File: config.mk
export PLATFORM = sky130hd
export DESIGN_NAME = speech_text_escaper
export DESIGN_NICKNAME = d
export VERILOG_FILES = /design/src/rtl/core/ste_pkg.sv /design/src/rtl/core/ste_front.sv /design/src/rtl/core/ste_queue.sv /design/src/rtl/core/ste_back.sv /design/src/rtl/core/speech_text_escaper.sv
export SDC_FILE = /design/constraint.sdc
export NUM_CORES = 1
export LEC_CHECK = 0
export BUFFER_PORTS_ARGS = -buffer_cell sky130_fd_sc_hd__buf_2
export CAP_MARGIN = 20
export CORE_MARGIN = 3
export CORE_UTILIZATION = 40
export CTS_BUF_LIST = sky130_fd_sc_hd__clkbuf_16
export DETAILED_ROUTE_END_ITERATION = 10
export PLACE_DENSITY = 0.66
export SETUP_SLACK_MARGIN = 0.2
export SLEW_MARGIN = 20
export SYNTH_ARGS = -nofsm -noshare
export SYNTH_HDL_FRONTEND = slang
export SYNTH_SLANG_ARGS = --single-unit
export TNS_END_PERCENT = 10
File: constraint.sdc
create_clock -name clk -period 2.9 [get_ports clk]
set_clock_uncertainty 0.1 [all_clocks]
set_input_delay 0.58 -clock clk [delete_from_list [all_inputs] [get_ports clk]]
set_output_delay 0.58 -clock clk [all_outputs]
set_load 0.02 [all_outputs]
File: src/rtl/core/ste_pkg.sv
// Shared types and constants of the speech text escaper.
`timescale 1ns / 1ps

package ste_pkg;

	// Depth of the command queue between front and back.
	localparam int QUEUE_DEPTH = 4;

	localparam logic [7:0] CH_NUL   = 8'h00;
	localparam logic [7:0] CH_NL    = 8'h0A;
	localparam logic [7:0] CH_SP    = 8'h20;
	localparam logic [7:0] CH_APOS  = 8'h27;
	localparam logic [7:0] CH_BSL   = 8'h5C;
	localparam logic [7:0] CH_CARET = 8'h5E;
	localparam logic [7:0] CH_BTICK = 8'h60;
	localparam logic [7:0] CH_G     = 8'h67;
	localparam logic [7:0] CH_I     = 8'h69;
	localparam logic [7:0] CH_U     = 8'h75;
	localparam logic [7:0] CH_PIPE  = 8'h7C;

	// Output form of one processed byte.
	typedef enum logic [2:0] {
		KIND_RAW,    // the byte itself
		KIND_ESC3,   // backslash, byte, space
		KIND_CARET,  // backslash, backslash, caret, space
		KIND_BSL4,   // four backslashes
		KIND_END     // empty end marker
	} cmd_kind_t;

	typedef struct packed {
		cmd_kind_t  kind;
		logic [7:0] data;
		logic       last;
	} cmd_t;

endpackage

File: src/rtl/core/ste_front.sv
// Front part: accepts and cleans bytes, runs the lookahead escaping decisions.
`timescale 1ns / 1ps

module ste_front (
	input  logic           clk,
	input  logic           arst_n,
	input  logic           cfg_write,
	input  logic           cfg_data,
	input  logic           in_valid,
	output logic           in_stall,
	input  logic [7:0]     in_byte,
	input  logic           in_last,
	input  logic           q_full,
	output logic           q_push,
	output ste_pkg::cmd_t  q_cmd
);

	localparam logic ST_RUN   = 1'b0;
	localparam logic ST_FLUSH = 1'b1;

	typedef struct packed {
		logic                emit;
		ste_pkg::cmd_kind_t  kind;
		logic [7:0]          data;
		logic [7:0]          kept;
		logic                start;
		logic                esc;
	} proc_t;

	function automatic logic [7:0] clean(input logic [7:0] b);
		logic [7:0] r;
		begin
			r = b;
			if (b < 8'd32 && b != ste_pkg::CH_NL) r = ste_pkg::CH_SP;
			else if (b == 8'd127) r = ste_pkg::CH_SP;
			else if (b == 8'd145 || b == 8'd146) r = ste_pkg::CH_APOS;
			else if ((b >= 8'd129 && b <= 8'd132) || (b >= 8'd134 && b <= 8'd137) ||
					b == 8'd139 || (b >= 8'd141 && b <= 8'd144) || b == 8'd155 ||
					(b >= 8'd157 && b <= 8'd159) || b == 8'd255)
				r = ste_pkg::CH_SP;
			return r;
		end
	endfunction

	function automatic ste_pkg::cmd_kind_t esc_kind(input logic [7:0] c);
		ste_pkg::cmd_kind_t k;
		begin
			k = ste_pkg::KIND_RAW;
			if (c == ste_pkg::CH_PIPE || c == ste_pkg::CH_BTICK) k = ste_pkg::KIND_ESC3;
			else if (c == ste_pkg::CH_CARET) k = ste_pkg::KIND_CARET;
			else if (c == ste_pkg::CH_BSL) k = ste_pkg::KIND_BSL4;
			return k;
		end
	endfunction

	// Decision for the byte at the head of the window, with two bytes of lookahead.
	function automatic proc_t do_proc(input logic mode, input logic [7:0] kept,
			input logic start, input logic esc, input logic [7:0] h_in,
			input logic [7:0] a1, input logic [7:0] a2);
		proc_t      r;
		logic [7:0] h;
		begin
			r.emit  = 1'b0;
			r.kind  = ste_pkg::KIND_RAW;
			r.data  = h_in;
			r.kept  = kept;
			r.start = start;
			r.esc   = esc;
			h       = h_in;
			if (esc) begin
				// This byte was already written out by the preceding backslash.
				r.esc   = 1'b0;
				r.kept  = h_in;
				r.start = 1'b0;
			end else if (h_in == ste_pkg::CH_NL && !start && kept == ste_pkg::CH_SP) begin
				r.kept = ste_pkg::CH_NL;
			end else begin
				if (h_in == ste_pkg::CH_NL) h = ste_pkg::CH_SP;
				r.start = 1'b0;
				r.kept  = h;
				r.emit  = 1'b1;
				r.data  = h;
				r.kind  = esc_kind(h);
				if (mode && h == ste_pkg::CH_BSL &&
						(a1 == ste_pkg::CH_BSL || a1 == ste_pkg::CH_BTICK)) begin
					r.esc  = 1'b1;
					r.data = a1;
					r.kind = esc_kind(a1);
				end else if (mode && h == ste_pkg::CH_BTICK) begin
					if (a1 == ste_pkg::CH_G || a1 == ste_pkg::CH_I ||
							(a1 == ste_pkg::CH_U && a2 == ste_pkg::CH_I))
						r.kind = ste_pkg::KIND_ESC3;
					else
						r.kind = ste_pkg::KIND_RAW;
				end
			end
			return r;
		end
	endfunction

	logic                state_q;
	logic                mode_q;
	logic [7:0]          win_q [3];
	logic [1:0]          cnt_q;
	logic [7:0]          kept_q;
	logic                start_q;
	logic                esc_q;
	logic                hold_vld_q;
	ste_pkg::cmd_t       hold_q;

	logic                in_take;
	logic                flush_go;
	logic [7:0]          cleaned;
	logic [7:0]          fl_a1;
	logic [7:0]          fl_a2;
	proc_t               pr_run;
	proc_t               pr_fl;
	ste_pkg::cmd_t       fl_cmd;

	assign in_stall = (state_q != ST_RUN) || q_full;
	assign in_take  = in_valid && !in_stall;
	assign flush_go = (state_q == ST_FLUSH) && !q_full;
	assign cleaned  = clean(in_byte);

	assign fl_a1 = (cnt_q > 2'd1) ? win_q[1] : ste_pkg::CH_NUL;
	assign fl_a2 = (cnt_q > 2'd2) ? win_q[2] : ste_pkg::CH_NUL;

	assign pr_run = do_proc(mode_q, kept_q, start_q, esc_q, win_q[0], win_q[1], cleaned);
	assign pr_fl  = do_proc(mode_q, kept_q, start_q, esc_q, win_q[0], fl_a1, fl_a2);

	always_comb begin
		fl_cmd.kind = pr_fl.kind;
		fl_cmd.data = pr_fl.data;
		fl_cmd.last = 1'b0;
	end

	always_comb begin
		q_push = 1'b0;
		q_cmd.kind = pr_run.kind;
		q_cmd.data = pr_run.data;
		q_cmd.last = 1'b0;
		if (in_take && !in_last && cnt_q == 2'd2 && pr_run.emit) begin
			q_push = 1'b1;
		end else if (flush_go) begin
			if (cnt_q != 2'd0) begin
				// Hold one command back so the final one can carry the last flag.
				q_push = pr_fl.emit && hold_vld_q;
				q_cmd  = hold_q;
			end else begin
				q_push = 1'b1;
				if (hold_vld_q) begin
					q_cmd      = hold_q;
					q_cmd.last = 1'b1;
				end else begin
					q_cmd.kind = ste_pkg::KIND_END;
					q_cmd.data = ste_pkg::CH_NUL;
					q_cmd.last = 1'b1;
				end
			end
		end
	end

	always_ff @(posedge clk or negedge arst_n) begin
		if (!arst_n) begin
			state_q    <= ST_RUN;
			mode_q     <= 1'b0;
			cnt_q      <= 2'd0;
			kept_q     <= 8'd0;
			start_q    <= 1'b1;
			esc_q      <= 1'b0;
			hold_vld_q <= 1'b0;
		end else begin
			if (cfg_write) mode_q <= cfg_data;
			if (in_take) begin
				if (!in_last) begin
					if (cnt_q == 2'd2) begin
						kept_q  <= pr_run.kept;
						start_q <= pr_run.start;
						esc_q   <= pr_run.esc;
					end else begin
						cnt_q <= cnt_q + 2'd1;
					end
				end else begin
					cnt_q   <= cnt_q + 2'd1;
					state_q <= ST_FLUSH;
				end
			end
			if (flush_go) begin
				if (cnt_q != 2'd0) begin
					kept_q  <= pr_fl.kept;
					start_q <= pr_fl.start;
					esc_q   <= pr_fl.esc;
					cnt_q   <= cnt_q - 2'd1;
					if (pr_fl.emit) hold_vld_q <= 1'b1;
				end else begin
					kept_q     <= 8'd0;
					start_q    <= 1'b1;
					esc_q      <= 1'b0;
					hold_vld_q <= 1'b0;
					state_q    <= ST_RUN;
				end
			end
		end
	end

	always_ff @(posedge clk) begin
		if (in_take) begin
			if (!in_last && cnt_q == 2'd2) begin
				win_q[0] <= win_q[1];
				win_q[1] <= cleaned;
			end else begin
				win_q[cnt_q] <= cleaned;
			end
		end
		if (flush_go && cnt_q != 2'd0) begin
			win_q[0] <= win_q[1];
			win_q[1] <= win_q[2];
			if (pr_fl.emit) hold_q <= fl_cmd;
		end
	end

endmodule

File: src/rtl/core/ste_queue.sv
// Short command queue between the front and the back part.
`timescale 1ns / 1ps

module ste_queue #(
	parameter int DEPTH = ste_pkg::QUEUE_DEPTH
) (
	input  logic           clk,
	input  logic           arst_n,
	input  logic           push,
	input  ste_pkg::cmd_t  push_cmd,
	output logic           full,
	input  logic           pop,
	output ste_pkg::cmd_t  head,
	output logic           empty
);

	localparam int PTR_W = (DEPTH > 1) ? $clog2(DEPTH) : 1;
	localparam int CNT_W = $clog2(DEPTH + 1);
	localparam logic [PTR_W-1:0] PTR_MAX = PTR_W'(DEPTH - 1);
	localparam logic [CNT_W-1:0] CNT_MAX = CNT_W'(DEPTH);

	ste_pkg::cmd_t    slot_q [DEPTH];
	logic [PTR_W-1:0] wr_ptr_q;
	logic [PTR_W-1:0] rd_ptr_q;
	logic [CNT_W-1:0] count_q;
	logic             do_push;
	logic             do_pop;

	assign full    = (count_q == CNT_MAX);
	assign empty   = (count_q == '0);
	assign head    = slot_q[rd_ptr_q];
	assign do_push = push && !full;
	assign do_pop  = pop && !empty;

	always_ff @(posedge clk or negedge arst_n) begin
		if (!arst_n) begin
			wr_ptr_q <= '0;
			rd_ptr_q <= '0;
			count_q  <= '0;
		end else begin
			if (do_push) wr_ptr_q <= (wr_ptr_q == PTR_MAX) ? '0 : wr_ptr_q + 1'b1;
			if (do_pop) rd_ptr_q <= (rd_ptr_q == PTR_MAX) ? '0 : rd_ptr_q + 1'b1;
			if (do_push && !do_pop) count_q <= count_q + 1'b1;
			else if (do_pop && !do_push) count_q <= count_q - 1'b1;
		end
	end

	always_ff @(posedge clk) begin
		if (do_push) slot_q[wr_ptr_q] <= push_cmd;
	end

endmodule

File: src/rtl/core/ste_back.sv
// Back part: expands queued commands into output bytes, one per cycle unless the output stalls.
`timescale 1ns / 1ps

module ste_back (
	input  logic           clk,
	input  logic           arst_n,
	input  ste_pkg::cmd_t  head,
	input  logic           empty,
	output logic           pop,
	output logic           out_valid,
	input  logic           out_stall,
	output logic [7:0]     out_byte,
	output logic           out_has_byte,
	output logic           out_last
);

	logic       out_valid_q;
	logic [7:0] out_byte_q;
	logic       out_has_q;
	logic       out_last_q;
	logic [1:0] idx_q;

	logic       take;
	logic [1:0] last_idx;
	logic       at_end;
	logic [7:0] gen_byte;

	always_comb begin
		last_idx = 2'd0;
		gen_byte = head.data;
		unique case (head.kind)
			ste_pkg::KIND_RAW: begin
				last_idx = 2'd0;
				gen_byte = head.data;
			end
			ste_pkg::KIND_ESC3: begin
				last_idx = 2'd2;
				gen_byte = (idx_q == 2'd0) ? ste_pkg::CH_BSL :
						(idx_q == 2'd1) ? head.data : ste_pkg::CH_SP;
			end
			ste_pkg::KIND_CARET: begin
				last_idx = 2'd3;
				gen_byte = (idx_q[1] == 1'b0) ? ste_pkg::CH_BSL :
						(idx_q == 2'd2) ? ste_pkg::CH_CARET : ste_pkg::CH_SP;
			end
			ste_pkg::KIND_BSL4: begin
				last_idx = 2'd3;
				gen_byte = ste_pkg::CH_BSL;
			end
			ste_pkg::KIND_END: begin
				last_idx = 2'd0;
				gen_byte = ste_pkg::CH_NUL;
			end
			default: begin
				last_idx = 2'd0;
				gen_byte = ste_pkg::CH_NUL;
			end
		endcase
	end

	assign take   = !empty && (!out_valid_q || !out_stall);
	assign at_end = (idx_q == last_idx);
	assign pop    = take && at_end;

	always_ff @(posedge clk or negedge arst_n) begin
		if (!arst_n) begin
			out_valid_q <= 1'b0;
			idx_q       <= 2'd0;
		end else begin
			if (take) begin
				out_valid_q <= 1'b1;
				idx_q       <= at_end ? 2'd0 : idx_q + 2'd1;
			end else if (!out_stall) begin
				out_valid_q <= 1'b0;
			end
		end
	end

	always_ff @(posedge clk) begin
		if (take) begin
			out_byte_q <= gen_byte;
			out_has_q  <= (head.kind != ste_pkg::KIND_END);
			out_last_q <= head.last && at_end;
		end
	end

	assign out_valid    = out_valid_q;
	assign out_byte     = out_byte_q;
	assign out_has_byte = out_has_q;
	assign out_last     = out_last_q;

endmodule

File: src/rtl/core/speech_text_escaper.sv
// Top level of the speech text escaper: front, command queue and back.
//
//   channel  | handshake           | payload
//   ---------+---------------------+---------------------------------------
//   in       | in_valid / in_stall | in_byte, in_last
//   out      | out_valid/out_stall | out_byte, out_has_byte, out_last
//   config   | cfg_write           | cfg_data (annotation mode)
//
// The front takes one byte per cycle unless the queue is full; a final byte
// holds the input while the window of up to three bytes is worked off.
// The back writes one output byte per cycle unless the output stalls; an item
// expands to one to four output bytes, set by its escape form.
// A result is held in a queue slot, then in the back's output register.
// Reset clears the window, the queue and the output register at once.
// A stalled output lets the queue fill; the input stalls when it is full.
`timescale 1ns / 1ps

module speech_text_escaper #(
	parameter int QUEUE_DEPTH = ste_pkg::QUEUE_DEPTH
) (
	input  logic       clk,
	input  logic       arst_n,
	input  logic       cfg_write,
	input  logic       cfg_data,
	input  logic       in_valid,
	output logic       in_stall,
	input  logic [7:0] in_byte,
	input  logic       in_last,
	output logic       out_valid,
	input  logic       out_stall,
	output logic [7:0] out_byte,
	output logic       out_has_byte,
	output logic       out_last
);

	logic          q_full;
	logic          q_push;
	ste_pkg::cmd_t q_cmd;
	logic          q_pop;
	logic          q_empty;
	ste_pkg::cmd_t q_head;

	ste_front u_front (
		.clk       (clk),
		.arst_n    (arst_n),
		.cfg_write (cfg_write),
		.cfg_data  (cfg_data),
		.in_valid  (in_valid),
		.in_stall  (in_stall),
		.in_byte   (in_byte),
		.in_last   (in_last),
		.q_full    (q_full),
		.q_push    (q_push),
		.q_cmd     (q_cmd)
	);

	ste_queue #(
		.DEPTH (QUEUE_DEPTH)
	) u_queue (
		.clk      (clk),
		.arst_n   (arst_n),
		.push     (q_push),
		.push_cmd (q_cmd),
		.full     (q_full),
		.pop      (q_pop),
		.head     (q_head),
		.empty    (q_empty)
	);

	ste_back u_back (
		.clk          (clk),
		.arst_n       (arst_n),
		.head         (q_head),
		.empty        (q_empty),
		.pop          (q_pop),
		.out_valid    (out_valid),
		.out_stall    (out_stall),
		.out_byte     (out_byte),
		.out_has_byte (out_has_byte),
		.out_last     (out_last)
	);

endmodule

# Word level (Yosys, flattened, before mapping)
# Memory sizes are Yosys's and may differ from the RTL's.
# Cells that the tools add are included.
dict set report totals {
  wordCells 251
  ram_bits 72
  output_inout_bits 12
  ff_bits 46
  n_memories 2
}
dict set report op_classes {
  reduce_logical 69
  mux 98
  n_bitwise 2
  add_sub_neg 7
  order_cmp 11
  n_eq_ne 45
}
# memory depth word_bits read_ports rd_ports_with_merged_regs write_ports line
set memory_table {}
lappend memory_table {u_queue.slot_q 4 12 1 0 1 ste_queue.sv:22} ;# ste_pkg::cmd_t slot_q [DEPTH];
lappend memory_table {u_front.win_q 3 8 3 0 2 ste_front.sv:103} ;# logic [7:0] win_q [3];
# cell n
set ops {}
lappend ops {{$mux W8} 23}
lappend ops {{$eq A8 B7 Y1 const B} 21}
lappend ops {{$mux W12} 8}
lappend ops {{$eq A8 B8 Y1 const B} 5}
lappend ops {{$mux W1} 36}
lappend ops {{$ge A8 B8 Y1 const B} 4}
lappend ops {{$le A8 B8 Y1 const B} 4}
lappend ops {{$mux W2} 16}
lappend ops {{$pmux W8 S4} 1}
lappend ops {{$mux W3} 10}
lappend ops {{$logic_and A1 B1 Y1} 28}
lappend ops {{$mux W10} 2}
lappend ops {{$logic_or A1 B1 Y1} 18}
lappend ops {{$logic_not A1 Y1} 9}
lappend ops {{$add A2 B1 Y2 const B} 4}
lappend ops {{$eq A2 B2 Y1 const B} 4}
lappend ops {{$eq A8 B4 Y1 const B} 1}
lappend ops {{$eq A8 B6 Y1 const B} 1}
lappend ops {{$lt A8 B6 Y1 const B} 1}
lappend ops {{$ne A8 B4 Y1 const B} 1}
lappend ops {{$reduce_bool A2 Y1} 4}
lappend ops {{$reduce_or A8 Y1} 1}
lappend ops {{$mux W7} 1}
lappend ops {{$eq A3 B2 Y1 const B} 2}
lappend ops {{21 further kinds} 27}

# Depth between registers and ports, before layout
dict set report logic_depth {
  word_depth 27
  ltp_mapped 12
  mapped_depth_nobuf 12
}

# By module
# A second synthesis with hierarchy kept.
dict set report hier_totals {
  cells_unflattened 450
  area_unflattened_um2 5738.0
}
# module area_each_um2 cells_each n_inst
set by_module_without_submodules {}
lappend by_module_without_submodules {ste_front 2884.0 292 1}
lappend by_module_without_submodules {ste_queue 2175.8 100 1}
lappend by_module_without_submodules {ste_back 678.2 58 1}

# Worst setup path after synthesis
# Ideal clock, no wire load.
dict set report synth_path {
  kind {flip-flop to flip-flop}
  from {register u_queue.rd_ptr_q[0]}
  to {register u_queue.count_q[1]}
  setup_slack_ps -157
  setup_time_ps 125
  required_time_ps 2675
  arrival_ps 2832
  stages_incl_launch_ff 11
  cell_sequence {dfrtp_1 buf_6 mux4_2 or3b_1 a211o_1 a21oi_4 inv_1 ha_1 inv_1 fa_1 mux2_2}
}
dict set report synth_between {
  elab_chain_cells 10
}
# element line
set synth_rtl {}
lappend synth_rtl {{from (decl)} ste_queue.sv:24} ;# logic [PTR_W-1:0] rd_ptr_q;
lappend synth_rtl {{from (signal assigned)} ste_queue.sv:42} ;# if (do_pop) rd_ptr_q <= (rd_ptr_q == PTR_MAX) ? '0 : rd_ptr_q + 1'b1;
lappend synth_rtl {{$mem_v2 Z4 W12 *} -}
lappend synth_rtl {{$eq A3 B2 Y1} ste_back.sv:31} ;# unique case (head.kind)
lappend synth_rtl {{$reduce_or A2 Y1 (no source line)} -}
lappend synth_rtl {{$pmux W2 S2 *} ste_back.sv:31}
lappend synth_rtl {{$eq A2 B2 Y1 *} ste_back.sv:62} ;# assign at_end = (idx_q == last_idx);
lappend synth_rtl {{$logic_and A1 B1 Y1 *} ste_back.sv:63} ;# assign pop = take && at_end;
lappend synth_rtl {{$logic_and A1 B1 Y1 *} ste_queue.sv:33} ;# assign do_pop = pop && !empty;
lappend synth_rtl {{$logic_not A1 Y1} ste_queue.sv:43} ;# if (do_push && !do_pop) count_q <= count_q + 1'b1;
lappend synth_rtl {{$logic_and A1 B1 Y1} ste_queue.sv:43}
lappend synth_rtl {{$mux W3 / $reduce_bool A2 Y1 (equally long branches)} -}
lappend synth_rtl {{to (signal assigned)} ste_queue.sv:43}
lappend synth_rtl {{to (signal assigned)} ste_queue.sv:44} ;# else if (do_pop && !do_push) count_q <= count_q - 1'b1;
lappend synth_rtl {{to (decl)} ste_queue.sv:25} ;# logic [CNT_W-1:0] count_q;
# Every way passes the cells marked *; elsewhere a longest branch is shown, timed or not.
# A chain may end at the register's enable or synchronous reset.

# Worst setup path after layout
# Same ends and word-level chain as after synthesis.

==> key figures <==
Synth
  – #FFs+latches synth: 117
  – Ys flop type: edfxtp_1
  – Synth area leader: edfxtp_1
  – Cell Area, Synth: 0.005746 mm^2
  – Syn Inst Count: 459
  – Synth top area share: 0.4808
  – Mapped Avg Cell Area: 12.52 um^2
  – Sequential fraction of the synthesis area: 0.5899
  – Top post-synthesis cells by count: edfxtp_1 (92), nand2_1 (41), nor2_1 (33), inv_1 (27), dfrtp_1 (24)
  – Ys async rst share: 0.2137
  – Count leader, synth: edfxtp_1
  – Top area cells in the synthesized netlist: edfxtp_1 (48%), dfrtp_1 (10%), mux4_2 (4.7%), ha_1 (3.5%), nand2_1 (2.7%)
  – Post-synthesis cell type count: 64
  – Yosys warns: 0
  – Post-synth EDFFs: 92
  – Syn nets: 491

Clock tree
  – Clock slew at reported path FFs: 50 ps
  – Post-cts hold buffer count: 0
  – H-Tree Depth: 4
  – Skew-Pair Late Insertion Delay: 410 ps
  – Clock sink count: 117
  – CTS tree: done
  – Clock buffers created by TritonCTS: 17
  – Clk buf depth: 2
  – Root buffer cell: clkbuf_16

Worst setup path
  – CP endpoint kind: register
  – Worst-path cell chain: mux4_2 > or3b_1 > a211o_1 > a21oi_4 > inv_2 > ha_4 > inv_4 > fa_2 > mux2_2
  – Cell count of the worst reg-to-reg path: 9
  – Worst Path Arrival: 3130 ps
  – Crit-path max FO: 3
  – Critical path required time: 3090 ps
  – CP max stage delay: 530 ps
  – Crit path launch type: register
  – CP Class: reg -> reg
  – Slowest cell on crit path: mux4_2

Floorplanning
  – Initial Util: 0.4107
  – Core Area: 0.01399 mm^2
  – IO Count: 27
  – Die area: 0.01584 mm^2
  – Die height: 125.9 um
  – Die Wd: 125.9 um
  – # rows: 43

GRT
  – All-layer global routing usage: 0.1671
  – Largest net degree at the start of global routing: 26
  – Vias in the first global route: 4212
  – First-pass GRT wire length: 20790 um
  – Antenna violations before repair: 0
  – Grt total ovfl: 0

Power
  – Maximum vdd drop: 0.4930 mV
  – Leak: 2.685 nW
  – Internal Dissipation: 5.499 mW
  – Pwr/cell area: 1217 mW/mm^2
  – Sw Share: 0.3522
  – Power share of the combinational group: 0.411
  – Psw: 2.989 mW
  – Reg power frac: 0.372
  – Clock Power Share: 0.217

Placement
  – Port bufs: 26
  – Placed Instances: 689
  – Dpl hpwl: 9191 um
  – Routability cong.: 0.9183
  – Post-Place Setup Slack: -75.21 ps

Timing
  – Final hold violations: 0
  – Worst-Margin Slew: 1003 ps
  – RSZ-0062 raised after global routing: true
  – Fmax: 341.3 MHz
  – Max_slew headroom: 0.3299
  – Final number of max-transition violations: 0
  – Final period utilization: 1.010
  – Setup violations, final: 1
  – WHS: 90.59 ps
  – Setup_tns: -30.17 ps
  – Post-route minimum period: 2930 ps
  – Final worst setup slack: -30.17 ps

Routing
  – DRC viols: 0
  – Routed wire length: 12680 um
  – Routed Antenna Nets: 0
  – Wire length on met2: 6711 um
  – Met3 Routed Length: 503 um
  – Highest Signal Layer: met4
  – Pre-antenna DRT Iters: 4
  – Detailed-route via count: 4057
  – Vias/cell: 5.580
  – DR iter-0 viols: 288
  – Routed WL per cell: 17.44 um
  – DRT met1 WL: 5153 um

Layout
  – FF/Latch Area: 0.003390 mm^2
  – Filler cells: 1216
  – Area added between synthesis and finish: 21.39%
  – Final Non-Filler Cells: 727
  – Multi-input gate area: 0.002231 mm^2
  – Nets: 568
  – Share of cells above drive strength 1: 0.2523
  – Ant diodes: 0

Job
  – Max-Cap Viols: 0

Run status
  – Status: finished with violations
  – Failing checks: negative setup slack

Worst hold path
  – Hold Crit Class: in -> async
==> metrics by stage <==
stage / power (mW) / utilization / instance area [um^2]
after global placement: 6.283 / 0.4529 / 6335
after global routing: 9.044 / 0.4986 / 6974
after detailed placement: 6.457 / 0.4529 / 6335
final: 8.488 / 0.4986 / 6974
after CTS: 8.402 / 0.4924 / 6888
after floorplan: 5.278 / - / 5746
==> placed cells by master, fill, tap and decap left out, drive strengths merged, types with 3 or more instances in the layout <==
| master | Yosys | final |
|---|---|---|
| edfxtp | 92 | 92 |
| buf | 4 | 75 |
| nand2 | 41 | 41 |
| nor2 | 33 | 33 |
| inv | 28 | 30 |
| dfrtp | 24 | 24 |
| a21oi | 24 | 24 |
| o21ai | 23 | 23 |
| clkbuf | 13 | 17 |
| ha | 16 | 16 |
| mux4 | 12 | 12 |
| o31ai | 11 | 11 |
| nand3 | 8 | 8 |
| a32o | 8 | 8 |
| nor2b | 8 | 8 |
| nor3 | 7 | 7 |
| and3 | 7 | 7 |
| a31oi | 7 | 7 |
| a22o | 7 | 7 |
| mux2 | 7 | 7 |
| clkinv | 0 | 6 |
| and2 | 5 | 5 |
| a21o | 5 | 5 |
| nand2b | 5 | 5 |
| nand3b | 5 | 5 |
| a211oi | 5 | 5 |
| nand4 | 4 | 4 |
| o21a | 4 | 4 |
| or4b | 4 | 4 |
| clkinvlp | 0 | 4 |
| nor4b | 4 | 4 |
| nor3b | 3 | 3 |
| xor2 | 3 | 3 |
| nor4 | 3 | 3 |
==> worst max-delay path: cells and delay by family (launching register included) <==
kind	cells	cell delay [ps]
adders and majority gates	2	570
DFF	1	400
and+or+nand+nor	1	370
buffers and inverters	2	120
AOI/OAI and AO/OA	2	470
muxes	2	800
==> final timing paths <==
path                                                 startpoint                             end  slack (ps)
worst max-delay path            u_queue.rd_ptr_q[0]$_DFFE_PN0P_  u_queue.count_q[1]$_DFFE_PN0P_         -30
worst min-delay path                                     arst_n     u_back.idx_q[0]$_DFFE_PN0P_          90
worst max register to register  u_queue.rd_ptr_q[0]$_DFFE_PN0P_  u_queue.count_q[1]$_DFFE_PN0P_         -30
worst min register to register      u_front.start_q$_DFFE_PN1P_     u_front.start_q$_DFFE_PN1P_         360
max in group asynchronous                                arst_n   u_front.kept_q[7]$_DFFE_PN0P_        2190
min in group clk                                      out_stall    u_back.out_valid$_DFFE_PN0P_         280
==> cells by family (layout without fill, tap and decap cells) <==
group	Yosys count	count (layout)	synth area share
simple gates	148	148	0.1392
flops	117	117	0.5899
compound gates	108	108	0.1328
buf+inv	45	133	0.03114
mux	19	19	0.06076
fa+ha+maj	18	18	0.04007
xor+xnor	4	4	0.006099
==> registers in the layout, summed over array words and instances, names as in the netlist, 2 cells and up, named ones only <==
name,cells
u_front.hold_q,10
u_queue.wr_ptr_q,2
u_queue.slot_q,48
u_queue.count_q,3
u_back.out_byte,8
u_back.idx_q,2
u_front.win_q,24
u_queue.rd_ptr_q,2
u_front.kept_q,8
==> what timing repair did <==
item,4_1_cts,5_1_grt
setup endpoints to repair,46,38
resized for setup,7,8
pin swaps,3,11
cloned,0,0
buffers inserted,1,6
==> cell type report <==
type	count	area share
Clock buffer	17	0.06100
Clock inverter	13	0.01381
Multi-Input combinational cell	297	0.3199
Tap cell	180	0.03229
Timing Repair Buffer	75	0.07158
Inverter	28	0.01543
Sequential cell	117	0.4860
==> metal layers <==
layer,GRT usage,vias to the layer above
li1,-,1904
met1,0.1902,2025
met2,0.2955,102
met3,0.04114,26
met4,0.07886,0
met5,0,-
==> power groups by stage <==
stage	combinational [mW]	sequential (mW)	clock [mW]
after floorplan	2.03	3.24	0
after detailed placement	3.27	3.19	0
after global routing	3.84	3.23	1.97
final	3.48	3.16	1.84
after global placement	3.13	3.16	0
after CTS	3.36	3.16	1.88
Power figures use the tool's default switching activity.
